===== config.mk =====
export PLATFORM = sky130hd
export DESIGN_NAME = sik_fifo
export DESIGN_NICKNAME = d
export VERILOG_FILES = /design/src/hw/rtl/sik_pkg.sv /design/src/hw/rtl/sik_fifo.sv
export SDC_FILE = /design/constraint.sdc
export NUM_CORES = 1
export LEC_CHECK = 0
export BUFFER_PORTS_ARGS = -buffer_cell sky130_fd_sc_hd__buf_2
export CAP_MARGIN = 15
export CORE_MARGIN = 2
export CORE_UTILIZATION = 50
export DETAILED_ROUTE_END_ITERATION = 10
export PLACE_DENSITY = 0.76
export SETUP_SLACK_MARGIN = 0.02
export SLEW_MARGIN = 10
export SYNTH_ARGS = -nofsm -noshare
export SYNTH_HDL_FRONTEND = slang
export SYNTH_SLANG_ARGS = --single-unit

===== constraint.sdc =====
create_clock -name clk -period 22.3 [get_ports clk]
set_input_delay 4.46 -clock clk [delete_from_list [all_inputs] [get_ports clk]]
set_output_delay 4.46 -clock clk [all_outputs]
set_load 0.01 [all_outputs]

===== src/hw/rtl/sik_pkg.sv =====
// Shared types, constants and helpers for the Stokeslet/stresslet image kernel.
// No dependencies; imported by every module of the block except sik_div.
package sik_pkg;

    localparam int COORD_FRAC_BITS = 16;
    localparam int GREEN_SHIFT     = 60 - COORD_FRAC_BITS;
    localparam int STRESS_SHIFT    = 90 - 2 * COORD_FRAC_BITS;

    localparam logic [31:0] GREEN_SCALE  = 32'd170891319;
    localparam logic [31:0] STRESS_SCALE = 32'd1025347913;

    localparam logic [63:0] VAL_MAX = 64'h7FFF_FFFF_FFFF_FFFF;
    localparam logic [63:0] VAL_MIN = 64'h8000_0000_0000_0000;

    localparam logic [1:0] REG_WALL_AXIS = 2'd0;
    localparam logic [1:0] REG_EPS       = 2'd1;
    localparam logic [1:0] REG_SIGN_RULE = 2'd2;

    localparam logic [1:0] RULE_ROW = 2'd0;
    localparam logic [1:0] RULE_COL = 2'd1;
    localparam logic [1:0] RULE_OLD = 2'd2;

    typedef struct packed {
        logic        command;
        logic [31:0] sep_x;
        logic [31:0] sep_y;
        logic [31:0] sep_z;
        logic [31:0] image_x;
        logic [31:0] image_y;
        logic [31:0] image_z;
    } item_t;

    typedef struct packed {
        logic [63:0] entry_value;
        logic [1:0]  row_index;
        logic [1:0]  col_index;
        logic [1:0]  depth_index;
        logic        saturated;
        logic        last_entry;
    } result_t;

    typedef struct packed {
        logic [1:0]  wall_axis;
        logic [30:0] regularization;
        logic [1:0]  sign_rule;
    } cfg_t;

    // one prepared item: lengths, Q.30 cosine magnitudes and signs per vector
    typedef struct packed {
        logic                   command;
        logic                   bad;
        logic [1:0][32:0]       r;
        logic [1:0][2:0][30:0]  cm;
        logic [1:0][2:0]        cn;
    } rec_t;

    typedef enum logic [2:0] {
        F_IDLE, F_SQ, F_SQRT, F_DSTART, F_DWAIT, F_PUSH
    } front_state_t;

    typedef enum logic [2:0] {
        B_IDLE, B_START, B_MUL, B_DSTART, B_DWAIT, B_EMIT
    } back_state_t;

    function automatic logic image_minus(input logic [1:0] rule, input logic [1:0] axis,
                                         input logic [1:0] i, input logic [1:0] j,
                                         input logic [1:0] k, input logic stress);
        logic res;
        case (rule)
            RULE_ROW: res = (i == axis);
            RULE_COL: res = (j == axis);
            RULE_OLD: res = stress ? ((j == axis) != (k == axis)) : (j == axis);
            default:  res = stress ? ((j == axis) != (k == axis)) : (j == axis);
        endcase
        return res;
    endfunction

endpackage


===== src/hw/rtl/sik_fifo.sv =====
// Two-entry queue of prepared items between front and back ends.
// Depends on sik_pkg.
module sik_fifo
    import sik_pkg::*;
(
    input  logic clk,
    input  logic rst_n,
    input  logic push,
    input  rec_t push_data,
    output logic full,
    input  logic pop,
    output logic head_valid,
    output rec_t head
);

    rec_t       mem_reg [2];
    logic       wr_ptr_reg;
    logic       rd_ptr_reg;
    logic [1:0] count_reg;

    assign full       = (count_reg == 2'd2);
    assign head_valid = (count_reg != 2'd0);
    assign head       = mem_reg[rd_ptr_reg];

    always_ff @(posedge clk or negedge rst_n)
    begin
        if (!rst_n)
        begin
            wr_ptr_reg <= 1'b0;
            rd_ptr_reg <= 1'b0;
            count_reg  <= '0;
        end
        else
        begin
            if (push)
                wr_ptr_reg <= ~wr_ptr_reg;
            if (pop)
                rd_ptr_reg <= ~rd_ptr_reg;
            case ({push, pop})
                2'b10:   count_reg <= count_reg + 2'd1;
                2'b01:   count_reg <= count_reg - 2'd1;
                default: count_reg <= count_reg;
            endcase
        end
    end

    always_ff @(posedge clk)
    begin
        if (push)
            mem_reg[wr_ptr_reg] <= push_data;
    end

endmodule


==> impl_summary.md <==
Yosys
Counting every net in the synthesized netlist gives 1090. The post-synthesis register bit count is 524. The synthesized area is 19730 sq um. The number of different library cells used by synthesis comes to 14.

Of the synthesized area, sequential elements account for 79.67%. The Yosys step of the flow raised 0 warnings. The synthesized area per cell is 23.91 sq um.

The synthesized instance count is 825.

Route
The average wire length per cell after detail routing is 21.01 um. The total number of vias is 9753. The iteration count of the initial detailed-routing pass is 6. The number of vias per cell is 4.984. The routed wire length is 41120 um. The number of violations reported at the end of detailed-routing iteration 0 is 536. Once detail routing completed, the nets flagged for antenna violations numbered 0. The DRC violation count after routing is 0.

Power
The leakage power summed over all cells is 9.650 nW. The worst-case IR drop observed on VDD is 0.1120 mV. In this run, the clock network consumes 24.8% of the power. The switching power total is 0.0008875 W. Combinational cells account for 30.9% of the total power. Of the total power, the share spent switching nets is 28.59%. The sequential fraction of design power is 44.3%. The cell-internal power is 0.002217 W. The power per unit of standard cell area is 127.5 nW/um^2.

Timing
The total of endpoints with negative setup slack in the final report is 0. Headroom to the max-slew limit came out at 27.32%. Based on the critical path, the design can be clocked at up to 120.7 MHz. The ratio of final minimum period to clock period is 37.15%. The final-report max-slew violation count is 0.

Setup repair after global routing left no endpoint under its margin. For the final database, setup skew stands at 0.01735 ns. The slew of the pin with the lowest slew margin is 1.090 ns. The minimum clock period after layout is 8.285 ns. For the final routed database, the setup TNS stands at 0 ns. The worst hold slack is 0.4876 ns. The final count of hold timing violations is 0.

Min path
The worst hold path belongs to the class reg2reg. Counting instances, the worst hold path has a depth of 1.

Clocking
The number of hold buffers added after CTS is 0. Clock tree synthesis selected as its root buffer the cell sky130_fd_sc_hd__clkbuf_16. Clock tree synthesis found a total of 524 sinks. The post-cts gate resize count is 0. Clock-pin slew was measured on the worst setup and hold paths at 0.06 ns. TritonCTS built the clock tree. The clock latency at the later pin of the worst-skew pair is 0.57 ns. The clock passes through at most 3 buffers. The clock tree synthesis step divided the H-tree into 2 levels. The number of buffers inserted by post-CTS setup repair is 0. Buffers inserted during clock tree synthesis total 51.

Floorplan
The die width is 202.6 um. The total area inside the core boundary comes to 38830 sq um. In this run the vertical extent of the chip is 202.6 um. The row count is 72. The initial utilization of the core area, before any placement, comes to 50.80%. During I/O placement, the number of pins put on the boundary was 526. The area enclosed by the die boundary is 41050 sq um.

GRT
In the global route stage, overall resource usage came out at 19.39%. The number of antenna violations at the first check in global routing was 20. Entering global routing, the biggest net connects 168 pins. Summed over all layers, the global routing overflow is 0.

The via count of the first global-routing pass was 10300. The global-route wire length before repair is 59780 um.

Placement
The number of input and output port buffers inserted is 525. The global placement routability congestion is 0.8512. Once detailed placement completed, the half-perimeter wirelength came to 28440 um.

Critical path
The peak fanout along the critical path is 61. At the worst endpoint, the required time is 17.84 ns. For the worst setup path, the data arrival time is 3.82 ns.

By startpoint and endpoint, the worst setup path is classified as reg2out. STA classifies the critical path startpoint as a flop. STA classifies the critical path endpoint as a primary output. The number of cells on the worst reg-to-reg path is 3.

Cells and area
From synthesis to final layout, the design area changed by 23.43%. After the last flow step, the layout net total stands at 1648. The register with the most flip-flops in the layout has 520 of them. The share of final-layout standard cells stronger than drive strength 1 is 60.53%.

The filler cell count in the final layout is 2724.

Job
Across the run, the number of max-cap violations was 0.

Outcome
The flow ran to the end, and the final reports show no timing, DRC or antenna violations.
per-stage QoR:
stage	utilization [%]	area, sq um	worst slack [ns]	std cells	power, W
2_1_floorplan	-	19730	6.007	825	0.002108
3_3_place_gp	58.75	22810	14.68	1848	0.002345
3_5_place_dp	58.75	22810	14.61	1848	0.002367
4_1_cts	62.61	24310	13.99	1942	0.003143
5_1_grt	62.68	24340	13.83	1953	0.003236
6_report	62.70	24350	14.02	1957	0.003104
layer usage:
layer  wire length [um]  vias to the layer above  track usage (%)
met1              14830                     4785            21.93
met2              20890                      426            32.83
met3               3876                       94            6.709
met5                 46                        -                0
li1                   -                     4438                -
met4               1484                       10            9.672
cell type report:
class | count | area, sq um | share of cell area [%]
diodes | 15 | 37.54 | 0.1542
clock buffers | 73 | 1401 | 5.756
clock inverters | 21 | 95.09 | 0.3906
inverters | 1 | 3.754 | 0.01542
multi-input cells | 271 | 3734 | 15.34
flip-flops and latches | 524 | 15720 | 64.56
well taps | 518 | 648.1 | 2.662
repair buffers | 534 | 2708 | 11.12
power by group through the flow:
| stage | clock network (W) | logic [W] | registers, W |
|---|---|---|---|
| after floorplan | 0 | 0.000677 | 0.00143 |
| after CTS | 0.000793 | 0.000974 | 0.00138 |
| final | 0.000771 | 0.000959 | 0.00137 |
| after global routing | 0.000828 | 0.00102 | 0.00139 |
| after detailed placement | 0 | 0.000971 | 0.00140 |
| after global placement | 0 | 0.000961 | 0.00138 |
final timing paths:
| kind | to | slack (ns) | start |
|---|---|---|---|
| worst max-delay path | head[155] | 14.02 | rd_ptr_reg$_DFFE_PN0P_ |
| worst min-delay path | count_reg[1]$_DFFE_PN0P_ | 0.49 | count_reg[1]$_DFFE_PN0P_ |
| worst max register to register | mem_reg[1][246]$_DFFE_PP_ | 19.06 | wr_ptr_reg$_DFFE_PN0P_ |
| worst min register to register | count_reg[1]$_DFFE_PN0P_ | 0.49 | count_reg[1]$_DFFE_PN0P_ |
| max in group asynchronous | rd_ptr_reg$_DFFE_PN0P_ | 18.47 | rst_n |
| min in group asynchronous | wr_ptr_reg$_DFFE_PN0P_ | 3.69 | rst_n |
cell usage after synthesis:
cell                       number  area (sq um)
sky130_fd_sc_hd__edfxtp_1     520         15610
sky130_fd_sc_hd__mux2_4       190          2853
sky130_fd_sc_hd__mux2_2        70         788.3
sky130_fd_sc_hd__buf_6         22         247.7
sky130_fd_sc_hd__buf_2          7         35.03
sky130_fd_sc_hd__dfrtp_1        4         100.1
sky130_fd_sc_hd__xor2_1         3         26.28
sky130_fd_sc_hd__nor2_1         2         7.510
sky130_fd_sc_hd__xnor2_1        2         17.52
sky130_fd_sc_hd__and2_1         1         6.260
sky130_fd_sc_hd__ha_1           1         12.51
sky130_fd_sc_hd__inv_1          1         3.750
sky130_fd_sc_hd__nor2b_1        1         6.260
sky130_fd_sc_hd__or2_2          1         6.260
worst max-delay path, cell delays in order, from the launching register on:
cell and delay, ns:
sky130_fd_sc_hd__dfrtp_4 0.79, sky130_fd_sc_hd__buf_4 0.89, sky130_fd_sc_hd__buf_4 0.97, sky130_fd_sc_hd__mux2_4 0.36
sky130_fd_sc_hd__buf_2 0.14
layout by cell type (no fill, tap or decap), drive strengths merged:
cell	n
and2	1
buf	534
clkbuf	73
clkinv	20
clkinvlp	1
dfrtp	4
diode	15
edfxtp	520
ha	1
inv	1
mux2	260
nor2	2
nor2b	1
or2	1
xnor2	2
xor2	3
logic make-up (layout without fill, tap and decap cells):
group / after synthesis / in the layout / synth area share (%)
DFF: 524 / 524 / 79.67
muxes: 260 / 260 / 18.46
buffers and inverters: 30 / 629 / 1.453
xor gates and xnor gates: 5 / 5 / 0.2221
and+or+nand+nor: 5 / 5 / 0.1333
adders and majority gates: 1 / 1 / 0.06342
other: 0 / 15 / 0
No activity file was read; power rests on OpenSTA's default activity.
