<file path="src/hw/rtl/sik_pkg.sv">
// Shared types, constants and helpers for the Stokeslet/stresslet image kernel.
// No dependencies; imported by every module of the block except sik_div.
package sik_pkg;

    localparam int COORD_FRAC_BITS = 16;
    localparam int GREEN_SHIFT     = 60 - COORD_FRAC_BITS;
    localparam int STRESS_SHIFT    = 90 - 2 * COORD_FRAC_BITS;

    localparam logic [31:0] GREEN_SCALE  = 32'd170891319;
    localparam logic [31:0] STRESS_SCALE = 32'd1025347913;

    localparam logic [63:0] VAL_MAX = 64'h7FFF_FFFF_FFFF_FFFF;
    localparam logic [63:0] VAL_MIN = 64'h8000_0000_0000_0000;

    localparam logic [1:0] REG_WALL_AXIS = 2'd0;
    localparam logic [1:0] REG_EPS       = 2'd1;
    localparam logic [1:0] REG_SIGN_RULE = 2'd2;

    localparam logic [1:0] RULE_ROW = 2'd0;
    localparam logic [1:0] RULE_COL = 2'd1;
    localparam logic [1:0] RULE_OLD = 2'd2;

    typedef struct packed {
        logic        command;
        logic [31:0] sep_x;
        logic [31:0] sep_y;
        logic [31:0] sep_z;
        logic [31:0] image_x;
        logic [31:0] image_y;
        logic [31:0] image_z;
    } item_t;

    typedef struct packed {
        logic [63:0] entry_value;
        logic [1:0]  row_index;
        logic [1:0]  col_index;
        logic [1:0]  depth_index;
        logic        saturated;
        logic        last_entry;
    } result_t;

    typedef struct packed {
        logic [1:0]  wall_axis;
        logic [30:0] regularization;
        logic [1:0]  sign_rule;
    } cfg_t;

    // one prepared item: lengths, Q.30 cosine magnitudes and signs per vector
    typedef struct packed {
        logic                   command;
        logic                   bad;
        logic [1:0][32:0]       r;
        logic [1:0][2:0][30:0]  cm;
        logic [1:0][2:0]        cn;
    } rec_t;

    typedef enum logic [2:0] {
        F_IDLE, F_SQ, F_SQRT, F_DSTART, F_DWAIT, F_PUSH
    } front_state_t;

    typedef enum logic [2:0] {
        B_IDLE, B_START, B_MUL, B_DSTART, B_DWAIT, B_EMIT
    } back_state_t;

    function automatic logic image_minus(input logic [1:0] rule, input logic [1:0] axis,
                                         input logic [1:0] i, input logic [1:0] j,
                                         input logic [1:0] k, input logic stress);
        logic res;
        case (rule)
            RULE_ROW: res = (i == axis);
            RULE_COL: res = (j == axis);
            RULE_OLD: res = stress ? ((j == axis) != (k == axis)) : (j == axis);
            default:  res = stress ? ((j == axis) != (k == axis)) : (j == axis);
        endcase
        return res;
    endfunction

endpackage

</file>
<file path="src/hw/rtl/sik_div.sv">
// Restoring divider, 64-bit dividend by 33-bit divisor, one quotient bit per cycle.
// Depends on nothing; used by sik_front and sik_back.
module sik_div (
    input  logic        clk,
    input  logic        rst_n,
    input  logic        start,
    input  logic [63:0] dividend,
    input  logic [32:0] divisor,
    output logic        done,
    output logic [63:0] quotient
);

    logic        busy_reg;
    logic        done_reg;
    logic [5:0]  cnt_reg;
    logic [32:0] rem_reg;
    logic [32:0] dvs_reg;
    logic [63:0] quo_reg;
    logic [33:0] rem_sh;
    logic [33:0] rem_sub;
    logic        ge;

    assign rem_sh  = {rem_reg, quo_reg[63]};
    assign ge      = rem_sh >= {1'b0, dvs_reg};
    assign rem_sub = rem_sh - {1'b0, dvs_reg};

    always_ff @(posedge clk or negedge rst_n)
    begin
        if (!rst_n)
        begin
            busy_reg <= 1'b0;
            done_reg <= 1'b0;
            cnt_reg  <= '0;
        end
        else
        begin
            done_reg <= 1'b0;
            if (start)
            begin
                busy_reg <= 1'b1;
                cnt_reg  <= '0;
            end
            else if (busy_reg)
            begin
                cnt_reg <= cnt_reg + 6'd1;
                if (cnt_reg == 6'd63)
                begin
                    busy_reg <= 1'b0;
                    done_reg <= 1'b1;
                end
            end
        end
    end

    always_ff @(posedge clk)
    begin
        if (start)
        begin
            quo_reg <= dividend;
            dvs_reg <= divisor;
            rem_reg <= '0;
        end
        else if (busy_reg)
        begin
            rem_reg <= ge ? rem_sub[32:0] : rem_sh[32:0];
            quo_reg <= {quo_reg[62:0], ge};
        end
    end

    assign done     = done_reg;
    assign quotient = quo_reg;

endmodule

</file>
<file path="src/hw/rtl/sik_front.sv">
// Front end: takes a word, forms regularized lengths and Q.30 cosines of both vectors.
// Depends on sik_pkg and sik_div.
module sik_front
    import sik_pkg::*;
(
    input  logic  clk,
    input  logic  rst_n,
    input  logic  in_valid,
    output logic  in_stall,
    input  item_t in_data,
    input  cfg_t  cfg,
    input  logic  q_full,
    output logic  q_push,
    output rec_t  q_data
);

    front_state_t state_reg, state_next;

    logic                  cmd_reg;
    logic                  vsel_reg;
    logic [4:0]            cnt_reg;
    logic [1:0][2:0][31:0] mag_reg;
    logic [1:0][2:0]       cn_reg;
    logic [63:0]           sum_reg;
    logic [63:0]           res_reg;
    logic [1:0][32:0]      r_reg;
    logic [1:0][2:0][30:0] cm_reg;

    logic [31:0] raw [2][3];
    logic [31:0] cur_mag;
    logic [63:0] sq;
    logic [63:0] sum_next;
    logic [5:0]  bit_pos;
    logic [63:0] bit_val;
    logic [63:0] trial;
    logic        take;
    logic [63:0] res_next;
    logic [32:0] len;
    logic        div_start;
    logic        div_done;
    logic [63:0] div_q;
    logic        accept;

    assign raw[0][0] = in_data.sep_x;
    assign raw[0][1] = in_data.sep_y;
    assign raw[0][2] = in_data.sep_z;
    assign raw[1][0] = in_data.image_x;
    assign raw[1][1] = in_data.image_y;
    assign raw[1][2] = in_data.image_z;

    assign cur_mag  = mag_reg[vsel_reg][cnt_reg[1:0]];
    assign sq       = 64'(cur_mag) * 64'(cur_mag);
    assign sum_next = sum_reg + sq;
    assign bit_pos  = 6'd62 - {cnt_reg, 1'b0};
    assign bit_val  = 64'd1 << bit_pos;
    assign trial    = res_reg + bit_val;
    assign take     = sum_reg >= trial;
    assign res_next = take ? ((res_reg >> 1) + bit_val) : (res_reg >> 1);
    assign len      = {1'b0, res_next[31:0]} + {2'b0, cfg.regularization};
    assign accept   = in_valid && (state_reg == F_IDLE);

    sik_div u_div (
        .clk      (clk),
        .rst_n    (rst_n),
        .start    (div_start),
        .dividend ({2'b0, cur_mag, 30'b0}),
        .divisor  (r_reg[vsel_reg]),
        .done     (div_done),
        .quotient (div_q)
    );

    always_comb
    begin
        state_next = state_reg;
        case (state_reg)
            F_IDLE:   if (in_valid) state_next = F_SQ;
            F_SQ:     if (cnt_reg == 5'd2) state_next = F_SQRT;
            F_SQRT:   if (cnt_reg == 5'd31) state_next = F_DSTART;
            F_DSTART: state_next = F_DWAIT;
            F_DWAIT:
            begin
                if (div_done)
                begin
                    if (cnt_reg != 5'd2)
                        state_next = F_DSTART;
                    else if (!vsel_reg)
                        state_next = F_SQ;
                    else
                        state_next = F_PUSH;
                end
            end
            F_PUSH:   if (!q_full) state_next = F_IDLE;
            default:  state_next = F_IDLE;
        endcase
    end

    always_comb
    begin
        in_stall  = (state_reg != F_IDLE);
        div_start = (state_reg == F_DSTART);
        q_push    = (state_reg == F_PUSH) && !q_full;
    end

    always_ff @(posedge clk or negedge rst_n)
    begin
        if (!rst_n)
        begin
            state_reg <= F_IDLE;
            vsel_reg  <= 1'b0;
            cnt_reg   <= '0;
        end
        else
        begin
            state_reg <= state_next;
            case (state_reg)
                F_IDLE:
                begin
                    vsel_reg <= 1'b0;
                    cnt_reg  <= '0;
                end
                F_SQ:     cnt_reg <= (cnt_reg == 5'd2) ? 5'd0 : cnt_reg + 5'd1;
                F_SQRT:   cnt_reg <= cnt_reg + 5'd1;
                F_DWAIT:
                begin
                    if (div_done)
                    begin
                        if (cnt_reg != 5'd2)
                            cnt_reg <= cnt_reg + 5'd1;
                        else
                        begin
                            cnt_reg  <= '0;
                            vsel_reg <= 1'b1;
                        end
                    end
                end
                default: ;
            endcase
        end
    end

    always_ff @(posedge clk)
    begin
        if (accept)
        begin
            cmd_reg <= in_data.command;
            sum_reg <= '0;
            for (int v = 0; v < 2; v++)
            begin
                for (int c = 0; c < 3; c++)
                begin
                    cn_reg[v][c]  <= raw[v][c][31];
                    mag_reg[v][c] <= raw[v][c][31] ? (32'd0 - raw[v][c]) : raw[v][c];
                end
            end
        end
        case (state_reg)
            F_SQ:
            begin
                sum_reg <= sum_next;
                res_reg <= '0;
            end
            F_SQRT:
            begin
                if (take)
                    sum_reg <= sum_reg - trial;
                res_reg <= res_next;
                if (cnt_reg == 5'd31)
                    r_reg[vsel_reg] <= len;
            end
            F_DWAIT:
            begin
                if (div_done)
                begin
                    cm_reg[vsel_reg][cnt_reg[1:0]] <=
                        (r_reg[vsel_reg] != 33'd0) ? div_q[30:0] : 31'd0;
                    sum_reg <= '0;
                end
            end
            default: ;
        endcase
    end

    always_comb
    begin
        q_data.command = cmd_reg;
        q_data.bad     = (r_reg[0] == 33'd0) || (r_reg[1] == 33'd0);
        q_data.r       = r_reg;
        q_data.cm      = cm_reg;
        q_data.cn      = cn_reg;
    end

endmodule

</file>
<file path="config.mk">
export PLATFORM = sky130hd
export DESIGN_NAME = sik_front
export DESIGN_NICKNAME = d
export VERILOG_FILES = /design/src/hw/rtl/sik_pkg.sv /design/src/hw/rtl/sik_div.sv /design/src/hw/rtl/sik_front.sv
export SDC_FILE = /design/constraint.sdc
export NUM_CORES = 2
export LEC_CHECK = 0
export ABC_AREA = 1
export BUFFER_PORTS_ARGS = -buffer_cell sky130_fd_sc_hd__buf_4
export CORE_MARGIN = 2
export CORE_UTILIZATION = 60
export DETAILED_ROUTE_END_ITERATION = 10
export PLACE_DENSITY = 0.9
export SLEW_MARGIN = 10
export SYNTH_ARGS = -nofsm -noshare
export SYNTH_HDL_FRONTEND = slang
export SYNTH_SLANG_ARGS = --single-unit
</file>
<file path="constraint.sdc">
create_clock -name clk -period 10.4 [get_ports clk]
set_input_delay 0 -clock clk [delete_from_list [all_inputs] [get_ports clk]]
set_output_delay 0 -clock clk [all_outputs]
set_load 0.02 [all_outputs]
</file>
==> summary.md, run 1 <==
| Metric | Value |
|---|---|
| Final weighted congestion in routability-driven placement | 1.06 |
| Number of warnings printed during yosys synthesis | 0 |
| Net count after synthesis | 12.0k |
| Depth of the CTS H-tree | 3 |
| Number of antenna violations at the first check in global routing | 71 |
| Gate count after technology mapping | 10.5k |
| DPL Wire Length | 242 mm |
| Horizontal extent of the die | 372 µm |
| Post-Synthesis Cell Area | 0.0810 mm² |
| Total GRT Usage | 0.585 |
| Top Ports | 494 |
| TritonCTS Sinks | 726 |
| Number of buffers added on ports | 489 |
| Last stage reached | global routing (5_1_grt) |
| Buffers inserted by post-CTS timing repair | 0 |
| Maximum number of pins on one net before global-route repair | 110 |
| Worst ep type | register data pin |
| Buffer depth of the longest clock path | 3 |
| Status | aborted with a tool error |
| Number of CTS-inserted buffers | 78 |
| Distinct cell type count after synthesis | 62 |
| Post-CTS resize count | 0 |
| Synthesized area per cell | 7.75 µm² |
| Error that ended the run | [ERROR GRT-0232] Routing congestion too high. Check the congestion heatmap in the GUI. |
| Clock Tree Root | clkbuf_16 |
| Number of flops mapped to enable cells by yosys | 580 |
| Worst-slack endpoint at the end of global-route timing repair | sum_reg[63]$_DFF_P_/D |
| Vertical die dimension | 372 µm |
| Remaining global-route overflow | 7 |
| Initial Utilization | 0.606 |
| Post-synthesis sequential area ratio | 0.252 |
| Primary flip-flop cell chosen by synthesis mapping | edfxtp_1 |
| Total of flip-flops plus latches after synthesis | 726 |
| Async S/R FF share, synth | 0.0234 |
| Standard-cell row count | 134 |
cell usage after synthesis, types with 9 or more instances:
library cell	count	area, µm²
ha_1	457	5720
clkbuf_1	99	372
fa_1	875	17500
xor2_1	199	1740
inv_1	2482	9320
nand4_1	106	663
o22ai_1	36	225
o21ai_0	490	2450
a31oi_1	26	163
dfxtp_1	129	2580
o21a_1	15	113
nand3b_1	23	173
nor4_1	60	375
or2_2	61	382
nand2_1	2336	8770
nand3_1	461	2310
nor2_2	10	62.6
nor3_1	125	626
mux2i_1	24	240
a21boi_0	15	113
dfrtp_1	17	425
buf_2	107	536
inv_2	19	71.3
o21bai_1	53	398
o211ai_1	9	67.6
buf_1	14	52.6
a21oi_1	390	1950
a21o_1	18	135
buf_4	15	113
edfxtp_1	580	17400
o21ai_1	54	270
a32oi_1	22	193
a22oi_1	32	240
xnor2_1	158	1380
nor2_1	858	3220
metrics by stage:
step | cells | hold WS [ns] | worst slack, ns | util | cell area [µm²]
after floorplan | 10452 | -0.296 | 2.90 | - | 81000
after global placement | 12584 | -0.105 | 1.02 | 0.648 | 86800
after detailed placement | 12584 | -0.0969 | 0.924 | 0.648 | 86800
after CTS | 13098 | 0.0216 | 0.854 | 0.696 | 93100
kinds of logic after synthesis:
logic type                 share of synthesized area
and+or+nand+nor                                0.208
DFF                                            0.252
AOI/OAI and AO/OA                             0.0816
adders and majority gates                      0.287
muxes                                        0.00296
buffers and inverters                          0.130
xor gates and xnor gates                      0.0386
metal layers:
layer,overflow,track usage
met5,0,0.271
met4,3,0.460
met3,0,0.409
met2,3,0.773
met1,1,0.617
timing repair:
action / CTS
endpoints found under the hold margin: 281
endpoints found under the setup margin: 0
hold buffers: 368
==> run 2: changes to the inputs <==
- CORE_UTILIZATION: 60 -> 40
- PLACE_DENSITY: 0.9 -> default
- PLACE_DENSITY_LB_ADDON: default -> 0.15
==> summary.md, run 2 <==
| Metric | Value |
|---|---|
| TritonCTS Sinks | 726 (unchanged) |
| Placeable core region | 0.202 mm² |
| Worst path slowest cell | dlygate4sd3_1 |
| Final max-slew violation count | 0 |
| Commonest cells after routing, fill and taps aside | inv_1, nand2_1, fa_1, nor2_1, buf_4 |
| Total of flip-flops plus latches after synthesis | 726 (unchanged) |
| Final-layout fill cell count | 20.3k |
| Area fraction of the dominant cell type after synthesis | 0.216 (unchanged) |
| Status | finished clean |
| Top Ports | 494 (unchanged) |
| CP Launch Type | register |
| Initial Utilization | 0.402 (-0.204) |
| Worst-path maximum fanout | 32 |
| Primary flip-flop cell chosen by synthesis mapping | edfxtp_1 |
| Number of flops mapped to enable cells by yosys | 580 (unchanged) |
| Data required time at the worst endpoint | 10.86 ns |
| Worst-Margin Slew | 1.19 ns |
| Horizontal extent of the die | 454 µm (+22%) |
| Vias in the first global route | 72.5k |
| Depth of the CTS H-tree | 3 (unchanged) |
| Placed cell count | 13.5k (+7.2%) |
| Hold violation count in the final report | 0 |
| Wirelength, routed | 313 mm |
| # Max-Cap Violations | 0 |
| Buffers inserted by post-CTS timing repair | 0 (unchanged) |
| Distinct cell type count after synthesis | 62 (unchanged) |
| Buffer depth of the longest clock path | 3 (unchanged) |
| DRC violation count after routing | 0 |
| Final-report setup violation count | 0 |
| Pleak | 48.9 nW |
| Path type of the worst min-delay path | input pin to register |
| Most numerous cell types in the synthesized netlist | inv_1, nand2_1, fa_1 |
| Area growth from synthesis to layout | 16.7% |
| Clock tree from TritonCTS | built |
| Gate count after technology mapping | 10.5k (unchanged) |
| RSZ-0062 raised after global routing | no |
| Cell type with the highest aggregate area in the netlist | fa_1 |
| Worst relative slew slack | 0.205 |
| Wire length of the first global-routing pass | 467 mm |
| Critical path buffers and inverters | 8 |
| Worst Setup End Kind | register |
| Pwr per Cell Area | 71.0 mW/mm² |
| Clock transition at path regs | 0.06 ns |
| Post-layout instance count excluding filler cells | 14.0k |
| Async S/R FF share, synth | 0.0234 (unchanged) |
| End-of-flow core utilization | 0.469 |
| Cell mode on critical path | nand2_1 |
| Most instantiated library cell after synthesis | inv_1 |
| Maximum number of pins on one net before global-route repair | 136 |
| Total die area | 0.206 mm² |
| Critical Path AT | 10.20 ns |
| Number of antenna violations at the first check in global routing | 9 |
| Total GRT Usage | 0.304 |
| Total Nets Final | 12.8k |
| Number of warnings printed during yosys synthesis | 0 (unchanged) |
| Avg Vias per Cell | 5.12 |
| Shortest clock period the worst path allows after layout | 9.74 ns |
| Vertical die dimension | 454 µm (+22%) |
| Post-synthesis sequential area ratio | 0.252 (unchanged) |
| Total power draw | 6.72 mW |
| Remaining global-route overflow | 0 |
| Vias after detailed routing | 71.9k |
| Antenna Nets Post-Route | 0 |
| Synthesized area per cell | 7.75 µm² (unchanged) |
| Worst-case clock skew | 0.0347 ns |
| Net count after synthesis | 12.0k (unchanged) |
| Kind of critical path | register to register |
| Initial drt markers | 5894 |
| DPL Wire Length | 264 mm (+8.9%) |
| Most frequent standard cell in the layout excluding fill and tap cells | inv_1 |
| Number of buffers added on ports | 489 (unchanged) |
| Layout cells sized above 1 | 0.0768 |
| Post-Synthesis Cell Area | 0.0810 mm² (unchanged) |
| Share of the cycle needed by the critical path after routing | 0.936 |
| Worst vdd rail ir drop | 0.114 mV |
| Insertion delay to the later sink of the worst-skew pair | 0.72 ns |
| Standard-cell row count | 165 (+23%) |
| Setup total negative slack | 0 ns |
| Main area contributors after synthesis | fa_1, edfxtp_1, inv_1 |
| Final weighted congestion in routability-driven placement | 0.990 (-7.0%) |
| Delay of the slowest cell on the worst path | 0.59 ns |
| Maximum frequency from static timing analysis | 103 MHz |
| Clock Tree Root | clkbuf_16 |
| Number of CTS-inserted buffers | 87 (+12%) |
| Category of cells accounting for the largest share of critical-path delay | simple AND/OR/NAND/NOR gates |
| Routed wire per std cell | 22.3 µm |
| Detailed-router iteration count before antenna repair | 6 |
| Number of flip-flops in the largest register | 258 |
-- run 2: cell counts after synthesis --
Identical to the previous run, type by type.
-- run 2: worst reg2reg max path: cells and delay by family, from the launching register on --
family                   cells  cell delay, ns
flip-flops                   1            0.49
XOR/XNOR                     1            0.06
AO/OA/AOI/OAI                8            2.28
buffers and inverters        8            2.15
AND/OR/NAND/NOR             21            2.84
adder cells (fa/ha/maj)      5            1.67
-- run 2: layer usage --
layer  wire length (µm)  share of wire  global-route usage
met5                  7       0.000022                   0
met3              18300          0.058              0.0399
met2             147000           0.47               0.502
met4              10500          0.033              0.0916
met1             138000           0.44               0.415
-- run 2: cell families after synthesis --
kind of cell,count (synthesis),synth area share
AO/OA/AOI/OAI,1192,0.0816
XOR/XNOR,357,0.0386
adder cells (fa/ha/maj),1332,0.287
buffers and inverters,2747,0.130
flip-flops,726,0.252
multiplexers,24,0.00296
AND/OR/NAND/NOR,4074,0.208
-- run 2: path summary, 6_finish.rpt --
check / from / end / slack (ns) / cells after the start
worst min register to register: u_div.quotient[63] / u_div.quotient[63] / 0.47 / 2
max in group asynchronous: rst_n / vsel_reg / 9.15 / 3
min in group asynchronous: rst_n / u_div.busy_reg / 0.60 / 3
worst max register to register: cnt_reg[0] / q_data[253] / 0.66 / 43
worst max-delay path: cnt_reg[0] / q_data[253] / 0.66 / 43
worst min-delay path: in_data[160] / mag_reg[0] / 0.09 / 2
-- run 2: stage by stage --
step           instance area (µm²)  hold WS, ns  worst slack, ns
2_1_floorplan                81000       -0.296             2.90
3_3_place_gp                 88000       -0.109            0.936
3_5_place_dp                 88000       -0.109            0.885
4_1_cts                      94600       0.0254            0.749
5_1_grt                      94600       0.0651            0.143
6_report                     94600       0.0891            0.661
-- run 2: cell type report --
class / count / area (µm²) / area share
Tap cell: 2672 / 3340 / 0.0353
Timing Repair Buffer: 983 / 8380 / 0.0885
Inverter: 2505 / 9410 / 0.0995
Clock buffer: 114 / 2320 / 0.0245
Multi-Input combinational cell: 6979 / 50200 / 0.530
Clock inverter: 47 / 532 / 0.00562
Antenna cell: 10 / 25.0 / 0.000265
Sequential cell: 726 / 20400 / 0.216
-- run 2: what timing repair did --
action                     CTS  global route
hold buffers               373             0
setup endpoints to repair    0             2
hold endpoints to repair   344             0
gates resized for setup      0             1
-- run 2: where the power goes --
group          switching [mW]  leakage [nW]  internal [mW]  total, mW
sequential                  0          6.27           3.13       3.13
clock                    1.36          1.37           1.74       3.10
combinational           0.235          41.3          0.258      0.493
total                    1.59          48.9           5.13       6.72
(Power assumes the default switching activity.)
